## src/hw/rtl/cdt_pkg.sv

```systemverilog
// Shared types and constants for the countdown timer unit.
// No dependencies; used by every module of the unit.
`timescale 1ns / 1ps

package cdt_pkg;

	localparam int SEC_W       = 16;
	localparam int TICK_W      = 16;
	localparam int STEP_W      = 6;
	localparam int JUMP_W      = 10;
	localparam int CFG_IDX_W   = 3;
	localparam int CFG_DATA_W  = 16;
	localparam int IN_TDATA_W  = 8;
	localparam int IN_TUSER_W  = 2;
	localparam int OUT_TDATA_W = 24;

	localparam logic [TICK_W-1:0] TICKS_RESET = TICK_W'(15625);
	localparam logic [STEP_W-1:0] COUNT_STEP_RESET = STEP_W'(1);
	localparam logic [JUMP_W-1:0] JUMP_STEP_RESET = JUMP_W'(10);
	localparam logic [SEC_W-1:0]  MIN_RESET = SEC_W'(0);
	localparam logic [SEC_W-1:0]  MAX_RESET = SEC_W'(5999);
	localparam logic [SEC_W-1:0]  START_RESET = SEC_W'(60);

	typedef enum logic [IN_TUSER_W-1:0] {
		KIND_TICK   = 2'd0,
		KIND_DOWN   = 2'd1,
		KIND_UP     = 2'd2,
		KIND_BUTTON = 2'd3
	} kind_t;

	typedef enum logic [CFG_IDX_W-1:0] {
		REG_TICKS      = 3'd0,
		REG_COUNT_STEP = 3'd1,
		REG_JUMP_STEP  = 3'd2,
		REG_MIN        = 3'd3,
		REG_MAX        = 3'd4,
		REG_START      = 3'd5
	} cfg_reg_t;

	typedef struct packed {
		logic [TICK_W-1:0] ticks_per_second;
		logic [STEP_W-1:0] count_step;
		logic [JUMP_W-1:0] jump_step;
		logic [SEC_W-1:0]  min_seconds;
		logic [SEC_W-1:0]  max_seconds;
	} cfg_t;

	typedef struct packed {
		kind_t kind;
		logic  other_phase;
		logic  reset_button;
		logic  pause_button;
		logic  set_button;
	} item_t;

	typedef struct packed {
		logic [SEC_W-1:0] shown_seconds;
		logic             running;
		logic             finished;
		logic             set_mode;
	} result_t;

endpackage

```

## src/hw/rtl/countdown_timer_with_set_mode_unit.sv

```systemverilog
// Countdown timer with set mode: input register, timer core, result register.
// Pipeline: a request accepted into the input register passes through the timer
// core into the result register, which drives m_tdata until m_tready takes it.
// Throughput: one request per cycle unless m_tready stalls the output.
// Reset: arst_n clears both stages, loads count and target with 60 seconds,
// and returns all configuration registers to their defaults.
`timescale 1ns / 1ps

module countdown_timer_with_set_mode_unit (
	input  logic                            clk,
	input  logic                            arst_n,
	input  logic                            s_tvalid,
	output logic                            s_tready,
	// [0] other_phase, [1] reset_button, [2] pause_button, [3] set_button
	input  logic [cdt_pkg::IN_TDATA_W-1:0]  s_tdata,
	// [1:0] kind
	input  logic [cdt_pkg::IN_TUSER_W-1:0]  s_tuser,
	output logic                            m_tvalid,
	input  logic                            m_tready,
	// [15:0] shown_seconds, [16] running, [17] finished, [18] set_mode
	output logic [cdt_pkg::OUT_TDATA_W-1:0] m_tdata,
	input  logic                            cfg_we,
	input  logic [cdt_pkg::CFG_IDX_W-1:0]   cfg_index,
	input  logic [cdt_pkg::CFG_DATA_W-1:0]  cfg_data
);

	cdt_pkg::cfg_t    cfg;
	cdt_pkg::item_t   item_s1;
	logic             valid_s1;
	cdt_pkg::result_t result;
	cdt_pkg::result_t out_q;
	logic             out_valid_q;
	logic             advance;

	cdt_cfg u_cfg (
		.clk       (clk),
		.arst_n    (arst_n),
		.cfg_we    (cfg_we),
		.cfg_index (cfg_index),
		.cfg_data  (cfg_data),
		.cfg       (cfg)
	);

	assign advance  = valid_s1 && (!out_valid_q || m_tready);
	assign s_tready = !valid_s1 || advance;

	always_ff @(posedge clk or negedge arst_n) begin
		if (!arst_n)
			valid_s1 <= 1'b0;
		else if (s_tready)
			valid_s1 <= s_tvalid;
	end

	always_ff @(posedge clk) begin
		if (s_tvalid && s_tready) begin
			item_s1.kind         <= cdt_pkg::kind_t'(s_tuser);
			item_s1.other_phase  <= s_tdata[0];
			item_s1.reset_button <= s_tdata[1];
			item_s1.pause_button <= s_tdata[2];
			item_s1.set_button   <= s_tdata[3];
		end
	end

	cdt_core u_core (
		.clk     (clk),
		.arst_n  (arst_n),
		.cfg     (cfg),
		.advance (advance),
		.item    (item_s1),
		.result  (result)
	);

	always_ff @(posedge clk or negedge arst_n) begin
		if (!arst_n)
			out_valid_q <= 1'b0;
		else if (advance)
			out_valid_q <= 1'b1;
		else if (m_tready)
			out_valid_q <= 1'b0;
	end

	always_ff @(posedge clk) begin
		if (advance)
			out_q <= result;
	end

	assign m_tvalid = out_valid_q;
	assign m_tdata  = {5'b0, out_q.set_mode, out_q.finished, out_q.running, out_q.shown_seconds};

endmodule

```

## src/hw/rtl/cdt_cfg.sv

```systemverilog
// Configuration register file of the countdown timer unit.
// Depends on cdt_pkg.
`timescale 1ns / 1ps

module cdt_cfg (
	input  logic                           clk,
	input  logic                           arst_n,
	input  logic                           cfg_we,
	input  logic [cdt_pkg::CFG_IDX_W-1:0]  cfg_index,
	input  logic [cdt_pkg::CFG_DATA_W-1:0] cfg_data,
	output cdt_pkg::cfg_t                  cfg
);

	cdt_pkg::cfg_t cfg_q;

	always_ff @(posedge clk or negedge arst_n) begin
		if (!arst_n) begin
			cfg_q.ticks_per_second <= cdt_pkg::TICKS_RESET;
			cfg_q.count_step       <= cdt_pkg::COUNT_STEP_RESET;
			cfg_q.jump_step        <= cdt_pkg::JUMP_STEP_RESET;
			cfg_q.min_seconds      <= cdt_pkg::MIN_RESET;
			cfg_q.max_seconds      <= cdt_pkg::MAX_RESET;
		end else if (cfg_we) begin
			unique case (cdt_pkg::cfg_reg_t'(cfg_index))
				cdt_pkg::REG_TICKS:      cfg_q.ticks_per_second <= cfg_data[cdt_pkg::TICK_W-1:0];
				cdt_pkg::REG_COUNT_STEP: cfg_q.count_step <= cfg_data[cdt_pkg::STEP_W-1:0];
				cdt_pkg::REG_JUMP_STEP:  cfg_q.jump_step <= cfg_data[cdt_pkg::JUMP_W-1:0];
				cdt_pkg::REG_MIN:        cfg_q.min_seconds <= cfg_data[cdt_pkg::SEC_W-1:0];
				cdt_pkg::REG_MAX:        cfg_q.max_seconds <= cfg_data[cdt_pkg::SEC_W-1:0];
				// start value takes effect only through reset
				default: ;
			endcase
		end
	end

	assign cfg = cfg_q;

endmodule

```

## src/hw/rtl/cdt_core.sv

```systemverilog
// Timer state and its combinational update for one request.
// Depends on cdt_pkg.
`timescale 1ns / 1ps

module cdt_core (
	input  logic            clk,
	input  logic            arst_n,
	input  cdt_pkg::cfg_t   cfg,
	input  logic            advance,
	input  cdt_pkg::item_t  item,
	output cdt_pkg::result_t result
);

	logic [cdt_pkg::SEC_W-1:0]  remaining_q, target_q;
	logic [cdt_pkg::TICK_W-1:0] tick_q;
	logic                       run_q, done_q, mode_q;
	logic [2:0]                 seen_q;

	logic [cdt_pkg::SEC_W-1:0]  rem_n, target_n;
	logic [cdt_pkg::TICK_W-1:0] tick_n;
	logic                       run_n, done_n, mode_n;
	logic [2:0]                 seen_n;

	logic [cdt_pkg::TICK_W-1:0] period;
	logic [cdt_pkg::TICK_W:0]   tick_inc;
	logic [cdt_pkg::SEC_W-1:0]  step_ext;
	logic [cdt_pkg::SEC_W-1:0]  rem_dec;
	logic [cdt_pkg::SEC_W:0]    jump_ext;
	logic [cdt_pkg::SEC_W:0]    down_diff, up_sum;
	logic                       down_low, up_high;
	logic                       qualified;
	logic                       reset_edge, pause_edge, set_edge;

	always_comb begin
		period    = (cfg.ticks_per_second == '0) ? cdt_pkg::TICK_W'(1) : cfg.ticks_per_second;
		tick_inc  = {1'b0, tick_q} + (cdt_pkg::TICK_W + 1)'(1);
		step_ext  = cdt_pkg::SEC_W'(cfg.count_step);
		rem_dec   = (remaining_q > step_ext) ? (remaining_q - step_ext) : '0;
		jump_ext  = (cdt_pkg::SEC_W + 1)'(cfg.jump_step);
		down_diff = {1'b0, target_q} - jump_ext;
		down_low  = ({1'b0, target_q} < jump_ext)
			|| (down_diff[cdt_pkg::SEC_W-1:0] < cfg.min_seconds);
		up_sum    = {1'b0, target_q} + jump_ext;
		up_high   = up_sum > {1'b0, cfg.max_seconds};
		qualified = item.other_phase && mode_q;
		reset_edge = item.reset_button && !seen_q[0];
		pause_edge = item.pause_button && !seen_q[1];
		set_edge   = item.set_button && !seen_q[2];

		rem_n    = remaining_q;
		target_n = target_q;
		tick_n   = tick_q;
		run_n    = run_q;
		done_n   = done_q;
		mode_n   = mode_q;
		seen_n   = seen_q;

		unique case (item.kind)
			cdt_pkg::KIND_TICK: begin
				if (tick_inc >= {1'b0, period}) begin
					tick_n = '0;
					if (run_q)
						rem_n = rem_dec;
					if (rem_n == '0) begin
						done_n = 1'b1;
						run_n  = 1'b0;
					end
				end else begin
					tick_n = tick_inc[cdt_pkg::TICK_W-1:0];
				end
			end
			cdt_pkg::KIND_DOWN: begin
				if (qualified)
					target_n = down_low ? cfg.min_seconds : down_diff[cdt_pkg::SEC_W-1:0];
			end
			cdt_pkg::KIND_UP: begin
				if (qualified)
					target_n = up_high ? cfg.max_seconds : up_sum[cdt_pkg::SEC_W-1:0];
			end
			cdt_pkg::KIND_BUTTON: begin
				seen_n = {item.set_button, item.pause_button, item.reset_button};
				if (reset_edge) begin
					rem_n  = target_q;
					tick_n = '0;
					run_n  = 1'b0;
					done_n = 1'b0;
				end
				if (pause_edge) begin
					if (!run_n)
						tick_n = '0;
					run_n = !run_n;
				end
				if (set_edge)
					mode_n = !mode_q;
			end
			default: ;
		endcase
	end

	always_ff @(posedge clk or negedge arst_n) begin
		if (!arst_n) begin
			remaining_q <= cdt_pkg::START_RESET;
			target_q    <= cdt_pkg::START_RESET;
			tick_q      <= '0;
			run_q       <= 1'b0;
			done_q      <= 1'b0;
			mode_q      <= 1'b0;
			seen_q      <= '0;
		end else if (advance) begin
			remaining_q <= rem_n;
			target_q    <= target_n;
			tick_q      <= tick_n;
			run_q       <= run_n;
			done_q      <= done_n;
			mode_q      <= mode_n;
			seen_q      <= seen_n;
		end
	end

	assign result.shown_seconds = mode_n ? target_n : rem_n;
	assign result.running       = run_n;
	assign result.finished      = done_n;
	assign result.set_mode      = mode_n;

endmodule

```

## config.mk

```make
export PLATFORM = sky130hd
export DESIGN_NAME = countdown_timer_with_set_mode_unit
export DESIGN_NICKNAME = d
export VERILOG_FILES = /design/src/hw/rtl/cdt_pkg.sv /design/src/hw/rtl/countdown_timer_with_set_mode_unit.sv /design/src/hw/rtl/cdt_cfg.sv /design/src/hw/rtl/cdt_core.sv
export SDC_FILE = /design/constraint.sdc
export NUM_CORES = 1
export LEC_CHECK = 0
export BUFFER_PORTS_ARGS = -buffer_cell sky130_fd_sc_hd__buf_2
export CAP_MARGIN = 10
export CORE_MARGIN = 1.5
export CORE_UTILIZATION = 50
export DETAILED_ROUTE_END_ITERATION = 7
export PLACE_DENSITY = 0.67
export REMOVE_ABC_BUFFERS = 1
export SYNTH_ARGS = -nofsm -noshare
export SYNTH_HDL_FRONTEND = slang
export SYNTH_SLANG_ARGS = --single-unit
```

## constraint.sdc

```tcl
create_clock -name clk -period 6.4 [get_ports clk]
set_clock_uncertainty 0.1 [all_clocks]
set_input_delay 0 -clock clk [delete_from_list [all_inputs] [get_ports clk]]
set_output_delay 0 -clock clk [all_outputs]
set_load 0.02 [all_outputs]
```

==> impl_results.md, run 1 <==
* Yosys reg bits at 145
* Slack of the critical path at around 1.1 ns
* CP required at 6.44 ns
* Register area share after synthesis at 0.356
* Post-DRT Antenna Nets at 0
* Top post-synthesis cells by count: nand2_1, o21ai_0, inv_1
* Root Driver: clkbuf_16
* Synthesis Warnings at 0
* Post-synth EDFFs at 25
* Ports at 60
* Post-DR vias/cell at 6.01
* Worst R2R End: m_tdata[14]
* Initial antenna violation count at 0
* Top cell type's share of synthesized area at 0.216
* Critical path endpoint category: flip-flop
* Outcome: finished clean
* Maximum buffer depth of the clock tree at 2
* Width of the die at 149 microns
* First-pass GRT wire length at 48.1 mm
* CTS Buf Count at 17
* Ys async rst share at 0.828
* GRT Overall Usage at 0.282
* P&R area growth vs syn at 12.5%
* Ranking of synthesized cells by area: dfrtp_1, ha_1, edfxtp_1, dfstp_2, o21ai_0
* Initial DRC count at 890
* Crit path kind: flip-flop to flip-flop
* Syn avg cell area at around 8.7 sq um
* Slew Limit Fails at 0
* Post-route setup TNS at 0 ns
* Largest net degree at the start of global routing at 83
* Critical-path maximum fanout at 6
* Final Net Count at between 1k and 1.5k
* CTS HTree Levels at 4
* Mapped Area at 0.0106 sq mm
* Post-synthesis cell count at 1218
* Overflow left after global routing at 0
* DRT Wirelength at 30.3 mm
* DR WL/cell at approximately 20 microns
* Min Hold Slack at between 0.01 and 0.015 ns
* Cts repair resizes at 0
* Starting Density at 0.508
* Top FF cell, synth: dfrtp_1
* Data arrival time of the critical path at 5.34 ns
* Fmax at 0.189 GHz
* Leading area contributor after synthesis: dfrtp_1
* Number of global-route vias before repair at 8758
* Post-CTS Setup Bufs at 0
* Lkg Pwr at roughly 0.0052 uW
* CTS tree: built
* Final Wtd Congestion at 0.955
* Final period util at 0.827
* Placement Setup Slack at between 1 and 1.5 ns
* Power per cell area at 460 mW/mm^2
* Reg2reg path depth at 17
* Drt pass-1 iters at 5
* Ant. Diodes at 0
* VDD IR max at slightly above 0.3 mV
* Hold Vio Cnt, Final at 0
* Clock slew at reported path FFs at 0.07 ns
* CTS sink cnt at 145
* Row count at 53
* Slew margin rel. at 0.208
* # DRC at 0
* Tmin final at about 5.3 ns
* Slew @ Worst Pin at 1.18 ns
* Clk Latency, worst-skew pair at 0.43 ns
* Reg-to-reg critical path startpoint: u_core.target_q[0]
* PortBufs at 50
* Core box area at 0.0210 sq mm
* Max Cap Viol at 0
* Endpoints failing setup at 0
* Die outline height at 149 microns
* Vias at 9350
* Post-DP HPWL at 22.2 mm
* RSZ-0062 raised after global routing: false
* Synth cell types at 90
* Worst hold path class: input port to asynchronous set/reset pin
* Most instantiated library cell after synthesis: nand2_1
* Type of origin of the critical path: flip-flop
* Die ar. at 0.0222 sq mm
* R2R setup slack at 1.11 ns
* Share of layout cells above drive strength 1 at 0.149
[layout by cell type, fill, tap and decap left out, types with 15 or more instances in the layout]
cell type,n
nor2_1,84
nand3_1,19
xor2_1,15
mux2i_1,26
buf_2,49
dlygate4sd3_1,30
clkbuf_16,17
buf_4,18
a21oi_1,66
inv_1,93
nand2_1,138
nor3_1,25
edfxtp_1,25
ha_1,78
mux2_2,38
xnor2_1,29
o21ai_0,127
dfstp_2,28
dfrtp_1,92
a22o_1,16
[sequential cells by signal (all words and copies together), names as in the netlist]
name	flops
u_core.mode_q	1
u_core.remaining_q	16
valid_s1	1
m_tdata	19
u_core.seen_q	3
u_core.tick_q	16
u_core.target_q	16
u_core.run_q	1
item_s1	6
u_cfg.cfg	64
u_core.done_q	1
m_tvalid	1
[final cells by class]
class,instances,area [sq um]
clock buffer,18,429
tap,275,344
clock inverter,14,156
timing repair buffer,97,681
multi-input combinational,910,6220
fill,1991,8980
sequential,145,3790
inverter,96,360
[worst max path at each step]
stage	start	endpoint	slack, ns
after floorplan	u_cfg.cfg[33]	m_tdata[5]	0.89
after global placement	u_cfg.cfg[33]	m_tdata[9]	1.25
after detailed placement	u_cfg.cfg[33]	m_tdata[6]	1.14
after CTS	u_cfg.cfg[33]	m_tdata[6]	1.14
after global routing	u_core.target_q[4]	m_tdata[6]	0.78
final	u_core.target_q[0]	m_tdata[14]	1.11
[metal layers]
layer | global-route usage | wire length (microns)
met1 | 0.411 | 14500
met2 | 0.435 | 13500
met3 | 0.0446 | 1820
met4 | 0.0728 | 490
met5 | 0 | 0
[timing repair]
item / in CTS / in global routing
hold buffers: 30 / 0
hold endpoints to repair: 116 / 0
endpoints found under the setup margin: 0 / 0
[logic make-up (layout without fill, tap and decap cells)]
group           after synthesis  after routing  synth area share
mux                          66             66            0.0682
simple gates                350            350             0.155
compound gates              363            363             0.221
flops                       145            145             0.356
fa+ha+maj                    81             81            0.0973
xor+xnor                     45             45            0.0377
buf+inv                     167            225            0.0651
other cells                   1              5          0.000352
[where the power goes]
| part | internal [uW] | total, uW | switching [uW] |
|---|---|---|---|
| Clock | 580 | 1010 | 428 |
| Sequential | 1210 | 1470 | 264 |
| Combinational | 1230 | 3030 | 1800 |
| Total | 3020 | 5510 | 2490 |
[per-stage QoR]
step | instances | cell area, sq um | total power [uW] | utilization
2_1_floorplan | 1151 | 10300 | 3570 | -
3_5_place_dp | 1493 | 11100 | 4420 | 0.529
5_1_grt | 1555 | 12000 | 5920 | 0.571
3_3_place_gp | 1493 | 11100 | 4380 | 0.529
4_1_cts | 1555 | 12000 | 5470 | 0.571
6_report | 1555 | 12000 | 5510 | 0.571
[worst max-delay path, cell delays in order, from the launching register on]
cell	delay, ns
dfrtp_1	0.46
ha_1	0.23
inv_1	0.06
fa_1	0.40
o21bai_1	0.26
a41oi_1	0.23
a21o_1	0.27
a21boi_0	0.23
xor2_1	0.12
ha_1	0.31
nand2_1	0.07
nor4_1	0.58
o31a_1	0.31
a211oi_1	0.08
nor2_1	0.45
o22ai_1	0.19
a221oi_1	0.44
o21ai_0	0.20
Note: power is estimated with default switching activity, not from simulation.
==> run 2: changes to the inputs <==
--- a/config.mk
+++ b/config.mk
@@ -5,6 +5,7 @@
 export SDC_FILE = /design/constraint.sdc
 export NUM_CORES = 1
 export LEC_CHECK = 0
+export ABC_AREA = 1
 export BUFFER_PORTS_ARGS = -buffer_cell sky130_fd_sc_hd__buf_2
 export CAP_MARGIN = 10
 export CORE_MARGIN = 1.5
==> constraint.sdc (replaced) <==
create_clock -name clk -period 5 [get_ports clk]
set_clock_uncertainty 0.1 [all_clocks]
set_input_delay 0 -clock clk [delete_from_list [all_inputs] [get_ports clk]]
set_output_delay 0 -clock clk [all_outputs]
set_load 0.02 [all_outputs]
==> run 2 against run 1 <==
The flow now finishes with violations (design-rule violations). Clock-buffer cell count increased by 2. Flip-flop and latch count did not move. Cell area grew 4.0%. Global-route usage up 0.73 points. Combinational power grew 57%. Via count increased by 14%. Worst hold slack better by 0.067 ns. Maximum frequency increased by 20%. Sequential share of layout area fell by 1.2 points. Non-clock buffer count is 10 lower. Final cell count increased by 23%. First-iteration DRC count up 12%. Largest power group unchanged. Highest routed layer unchanged.
==> impl_results.md, run 2 <==
* Slew @ Worst Pin at 1.12 ns
* Switching power total at 4170 uW
* VDD IR max at 0.751 mV
* Switching part of the total at 0.511
* Post-DRT Antenna Nets at 0
* First-pass GRT wire length at 53.6 mm
* Crit path kind: flip-flop to flip-flop
* Slew margin rel. at 0.252
* Critical-path maximum fanout at 16
* CP required at 5.07 ns
* Post-DR vias/cell at 5.58
* Fill cells at ~2.1k
* Crit-path max cell delay at roughly 0.43 ns
* Top cell type's share of synthesized area at 0.204
* Worst R2R End: m_tdata[4]
* Starting Density at 0.513
* Fmax at 0.227 GHz
* Share of layout cells above drive strength 1 at 0.101
* R2R setup slack at 0.59 ns
* Number of global-route vias before repair at 10.0k
* Power per cell area at 655 mW/mm^2
* Synthesis Warnings at 0
* Root Driver: clkbuf_16
* Die outline height at around 150 microns
* Crit path cell chain: inv_1, ha_1, fa_1, inv_1, nand3_1, nand2_1, a21boi_1, xor2_1, inv_1, ha_1, nand4_1, o211ai_1, nand2_1, nand2_1, nand2_2, nand2_1, nand3_1, a21oi_1, nand2_1, nand3_1, nand2_1
* Most instantiated library cell after synthesis: nand2_1
* Ys async rst share at 0.828
* Slowest CP cell: fa_1
* # DRC at 4
* Die ar. at 0.0234 sq mm
* DRT Wirelength at 32.8 mm
* Hold Vio Cnt, Final at 0
* GRT Overall Usage at 0.289
* Maximum buffer depth of the clock tree at 2
* Ranking of synthesized cells by area: dfrtp_1, nand2_1, ha_1, nand3_1, inv_1
* Type of origin of the critical path: flip-flop
* Ports at 60
* CTS sink cnt at 145
* Ant. Diodes at 0
* Worst hold path class: input port to asynchronous set/reset pin
* Seq pwr share at 0.258
* RSZ-0062 raised after global routing: false
* Post-DP HPWL at 23.6 mm
* Combinational fraction of design power at 0.585
* Initial antenna violation count at 0
* Top FF cell, synth: dfrtp_1
* Leading area contributor after synthesis: dfrtp_1
* Drt pass-1 iters at 8
* Post-synth EDFFs at 25
* Top post-synthesis cells by count: nand2_1, inv_1, nand3_1
* Post-route setup TNS at 0 ns
* Reg-to-reg critical path startpoint: u_core.target_q[0]
* PortBufs at 50
* Syn avg cell area at 7.08 sq um
* Initial DRC count at 1001
* Failing checks: design-rule violations
* Final period util at 0.881
* Clock Power Share at 0.157
* Cts repair resizes at 0
* Outcome: complete, but fails checks
* Int Power at 3990 uW
* Endpoints failing setup at 0
* Synth cell types at 57
* Register area share after synthesis at 0.336
* Commonest non-fill, non-tap cell in the layout: nand2_1
* Mapped Area at 0.0113 sq mm
* Most frequent cells in the layout: nand2_1, inv_1, nand3_1, nor2_1, o21ai_0
* Largest net degree at the start of global routing at between 60 and 70
* Width of the die at 153 microns
* Slew Limit Fails at 0
* Clock slew at reported path FFs at roughly 0.07 ns
* Overflow left after global routing at 0
* Post-synthesis cell count at 1591
* Tmin final at 4.41 ns
* Data arrival time of the critical path at 4.48 ns
* CTS HTree Levels at 4
* Lkg Pwr at 0.00620 uW
* CTS Buf Count at 17
* Clk Latency, worst-skew pair at about 0.43 ns
* Vias at roughly 11k
* Critical path endpoint category: flip-flop
* Max Cap Viol at 0
* Most frequent CP cell: nand2_1
* P&R area growth vs syn at 10.6%
* Crit. Startpoint: u_core.target_q[0]
* Core box area at 0.0220 sq mm
* Yosys reg bits at 145
* Reg2reg path depth at 21
* Row count at 54
* Largest register FFs at 64
* DR WL/cell at 17.1 microns
* Worst Setup EP: m_tdata[4]
* Final Wtd Congestion at 0.933
* Final Net Count at ~1.7k
* Post-layout util at 0.567
* Post-CTS Setup Bufs at 0
* CTS tree: built
==> run 2: cell types whose count changed in the layout (fill, tap and decap cells not counted), sizes merged, moves of 15 or more <==
cell	delta
nand4	+24
a22o	-16
mux2	-39
nor3	-15
inv	+121
a21oi	+39
nor2	+28
xnor2	-25
nand3	+164
mux2i	-26
nand2	+254
xor2	+17
==> run 2: how the worst min path moves through the flow <==
stage	from	to	cells past startpoint
floorplan	arst_n	m_tvalid	0
global placement	arst_n	u_cfg.cfg[63]	1
detailed placement	arst_n	u_cfg.cfg[63]	1
CTS	arst_n	u_cfg.cfg[63]	2
global route	arst_n	u_cfg.cfg[63]	2
finish	arst_n	u_cfg.cfg[63]	2
==> run 2: kinds of logic (layout without fill, tap and decap cells) <==
| logic type | count (synthesis) | count (layout) | synth area share |
|---|---|---|---|
| adder cells (fa/ha/maj) | 81 | 81 | 0.0920 |
| AO/OA/AOI/OAI | 280 | 280 | 0.141 |
| other | 1 | 5 | 0.000333 |
| buffers and inverters | 290 | 333 | 0.104 |
| XOR/XNOR | 37 | 37 | 0.0294 |
| AND/OR/NAND/NOR | 757 | 757 | 0.297 |
| flip-flops | 145 | 145 | 0.336 |
==> run 2: power by group through the flow <==
| stage | clock network, uW | logic, uW | registers (uW) |
|---|---|---|---|
| floorplan | 0 | 3370 | 2020 |
| global placement | 0 | 4540 | 2100 |
| detailed placement | 0 | 4630 | 2100 |
| CTS | 1300 | 4700 | 2090 |
| global route | 1340 | 5430 | 2150 |
| finish | 1280 | 4770 | 2100 |
==> run 2: area by class of cell <==
class / count / area (sq um) / area share
clock buffers: 20 / 457 / 0.0367
clock inverters: 12 / 120 / 0.00964
inverters: 214 / 803 / 0.0645
multi-input cells: 1160 / 6330 / 0.508
flip-flops and latches: 145 / 3790 / 0.304
well taps: 280 / 350 / 0.0281
repair buffers: 87 / 611 / 0.0490
==> run 2: timing repair <==
item                                   CTS  global route
endpoints found under the hold margin  135             0
setup endpoints to repair                0             0
hold buffers                            27             0
==> run 2: per-layer routing <==
layer | part of all wire | GRT usage | vias to the layer above
met1 | 0.47 | 0.423 | 5004
met5 | 0 | 0 | -
met2 | 0.45 | 0.446 | 345
met3 | 0.060 | 0.0405 | 46
li1 | - | - | 5304
met4 | 0.020 | 0.0822 | 0
==> run 2: critical path: cells and delay by family, from the launching register on <==
kind                     cells  cell delay (ns)
AO/OA/AOI/OAI                3             0.68
AND/OR/NAND/NOR             11             1.35
adder cells (fa/ha/maj)      3             1.00
XOR/XNOR                     1             0.26
flip-flops                   1             0.39
buffers and inverters        3             0.35
==> run 2: metrics by stage <==
step / power, uW / instance area [sq um] / instances / hold slack (ns) / setup WS [ns]
after floorplan: 5390 / 10900 / 1519 / -0.396 / 1.05
after global placement: 6640 / 11600 / 1859 / 0.0193 / 0.772
after detailed placement: 6730 / 11600 / 1859 / 0.0198 / 0.707
after CTS: 8080 / 12500 / 1918 / 0.111 / 0.677
after global routing: 8920 / 12500 / 1918 / 0.163 / 0.0831
final: 8160 / 12500 / 1918 / 0.0824 / 0.594
==> run 3: changes to the inputs <==
--- a/config.mk
+++ b/config.mk
@@ -12,6 +12,7 @@
 export CORE_UTILIZATION = 50
 export DETAILED_ROUTE_END_ITERATION = 7
 export PLACE_DENSITY = 0.67
+export RECOVER_POWER = 100
 export REMOVE_ABC_BUFFERS = 1
 export SYNTH_ARGS = -nofsm -noshare
 export SYNTH_HDL_FRONTEND = slang
==> run 3 against run 2 <==
The flow finishes with violations (design-rule violations, max-capacitance violations, max-slew violations). Flip-flop and latch count unchanged. Maximum frequency fell by 0.70%. Critical endpoint unchanged. Combinational power down 1%. Via count up 0.43%. Clock power hardly changed. Final cell count stayed put. Non-clock buffer count stayed put. Core utilization decreased by 0.34 points. Largest cell class unchanged. Register-to-register slack lost 0.03 ns. Critical path depth is the same.
==> impl_results.md, run 3 (synthesis results as in run 2) <==
* Met3 track demand over resource at 0.0405
* Overflow left after global routing at 0
* Initial antenna violation count at 0
* Most frequent cells in the layout: nand2_1, inv_1, nand3_1, o21ai_0, nor2_1
* PortBufs at 50
* VDD IR max at 0.769 mV
* Clk Latency, worst-skew pair at 0.43 ns
* CP required at 5.07 ns
* Final period util at 0.887
* GR Util met2 at 0.446
* Crit path kind: flip-flop to flip-flop
* RSZ-0062 raised after global routing: false
* Crit-path max cell delay at 0.43 ns
* Endpoints failing setup at 0
* Die ar. at 0.0234 sq mm
* Post-DR vias/cell at ~5.6
* Slew margin rel. at -1.13
* CTS tree: built
* Largest net degree at the start of global routing at 64
* Number of global-route vias before repair at 10.0k
* Post-DP HPWL at 23.6 mm
* Crit path cell chain: inv_1, ha_1, fa_1, inv_1, nand3_1, nand2_1, a21boi_1, xor2_1, inv_1, ha_1, nand4_1, o211ai_1, nand2_1, nand2_1, nand2_2, nand2_1, nand3_1, a21oi_1, nand2_1, nand3_1, nand2_1
* Initial DRC count at 962
* Hold path startpoint: cfg_index[0]
* Vias at 10.7k
* Reg2reg path depth at 21
* DRT Wirelength at about 33 mm
* Power per cell area at 655 mW/mm^2
* Fmax at 0.225 GHz
* Met1 Resource Use GR at 0.423
* Drt pass-1 iters at 7
* Core box area at 0.0220 sq mm
* GRT busiest layer: met2
* CTS sink cnt at 145
* Slew Limit Fails at roughly 130
* First-pass GRT wire length at 53.6 mm
* Crit. Startpoint: u_core.target_q[0]
* Maximum buffer depth of the clock tree at 2
* Max Cap Viol at 3
* # DRC at 4
* Lkg Pwr at approximately 0.0061 uW
* Final Net Count at 1740
* Critical-path maximum fanout at 16
* CTS Buf Count at 17
* Worst hold path class: input port to flip-flop
* Starting Density at 0.513
* CTS HTree Levels at 4
* Data arrival time of the critical path at 4.51 ns
* Reg-to-reg critical path startpoint: u_core.target_q[0]
* Critical path endpoint category: flip-flop
* Failing checks: design-rule violations, max-capacitance violations, max-slew violations
* Ant. Diodes at 0
* Most frequent CP cell: nand2_1
* P&R area growth vs syn at 9.93%
* Outcome: complete, but fails checks
* Largest register FFs at 64
* Share of layout cells above drive strength 1 at 0.0806
* Die outline height at 153 microns
* GRT Overall Usage at 0.289
* Commonest non-fill, non-tap cell in the layout: nand2_1
* Hold Crit Depth at 3
* Type of origin of the critical path: flip-flop
* Row count at 54
* Tmin final at 4.44 ns
* Final Wtd Congestion at 0.933
* Clock slew at reported path FFs at 0.07 ns
* Hold Vio Cnt, Final at 0
* Ports at 60
* DR WL/cell at roughly 17 microns
* Slowest CP cell: fa_1
* Width of the die at between 150 and 200 microns
* Post-route setup TNS at 0 ns
* Cts repair resizes at 0
* Min Hold Slack at 0.143 ns
* Root Driver: clkbuf_16
* Slew @ Worst Pin at 3.19 ns
* Post-DRT Antenna Nets at 0
==> run 3: changes by cell type in the layout (fill, tap and decap cells not counted), moves of 2 or more <==
cell	before	now
buf_2	49	27
buf_4	10	6
clkbuf_1	1	27
inv_1	207	209
inv_2	5	3
nand3_1	177	179
o211ai_1	2	4
o211ai_2	2	0
o21ai_0	99	111
o21ai_1	17	5
==> run 3: critical path, delay by kind of cell (launching register included) <==
family | cells | cell delay [ns]
AOI/OAI and AO/OA | 3 | 0.69
adders and majority gates | 3 | 1.00
buffers and inverters | 3 | 0.35
and+or+nand+nor | 11 | 1.37
DFF | 1 | 0.39
xor gates and xnor gates | 1 | 0.26
==> run 3: routing by layer <==
| metal | vias up | routed length (microns) |
|---|---|---|
| li1 | 5296 | - |
| met1 | 5041 | 15200 |
| met2 | 364 | 14700 |
| met3 | 44 | 2250 |
| met4 | 0 | 648 |
| met5 | - | 0 |
==> run 3: repair_timing <==
item	CTS	global route
buffers inserted	0	0
endpoints found under the hold margin	135	0
hold buffers	27	0
==> run 3: cell type report <==
class,count,area (sq um)
clock buffer,20,457
inverter,214,803
clock inverter,12,120
sequential,145,3790
tap,280,350
fill,2137,9580
timing repair buffer,87,568
multi-input combinational,1160,6290
==> run 3: path summary, 6_finish.rpt <==
| kind | endpoint | slack (ns) |
|---|---|---|
| max | m_tdata[4] | 0.56 |
| min | u_cfg.cfg[42] | 0.14 |
| max reg2reg | m_tdata[4] | 0.56 |
| min reg2reg | u_core.seen_q[0] | 0.39 |
| max in group asynchronous | u_core.remaining_q[14] | 1.55 |
| min in group asynchronous | u_cfg.cfg[63] | 1.08 |
==> run 3: stage by stage <==
stage | power, uW | setup slack, ns | util | instance area [sq um] | std cells
global placement | 6640 | 0.772 | 0.529 | 11600 | 1859
global route | 8870 | 0.0466 | 0.564 | 12400 | 1918
floorplan | 5390 | 1.05 | - | 10900 | 1519
detailed placement | 6730 | 0.707 | 0.529 | 11600 | 1859
CTS | 8080 | 0.677 | 0.567 | 12500 | 1918
finish | 8110 | 0.563 | 0.564 | 12400 | 1918
==> run 3: report_power, final <==
| group | switching, uW | total [uW] | internal, uW |
|---|---|---|---|
| Sequential | 447 | 2100 | 1650 |
| Combinational | 3140 | 4720 | 1580 |
| Clock | 562 | 1290 | 723 |
| Total | 4150 | 8110 | 3960 |
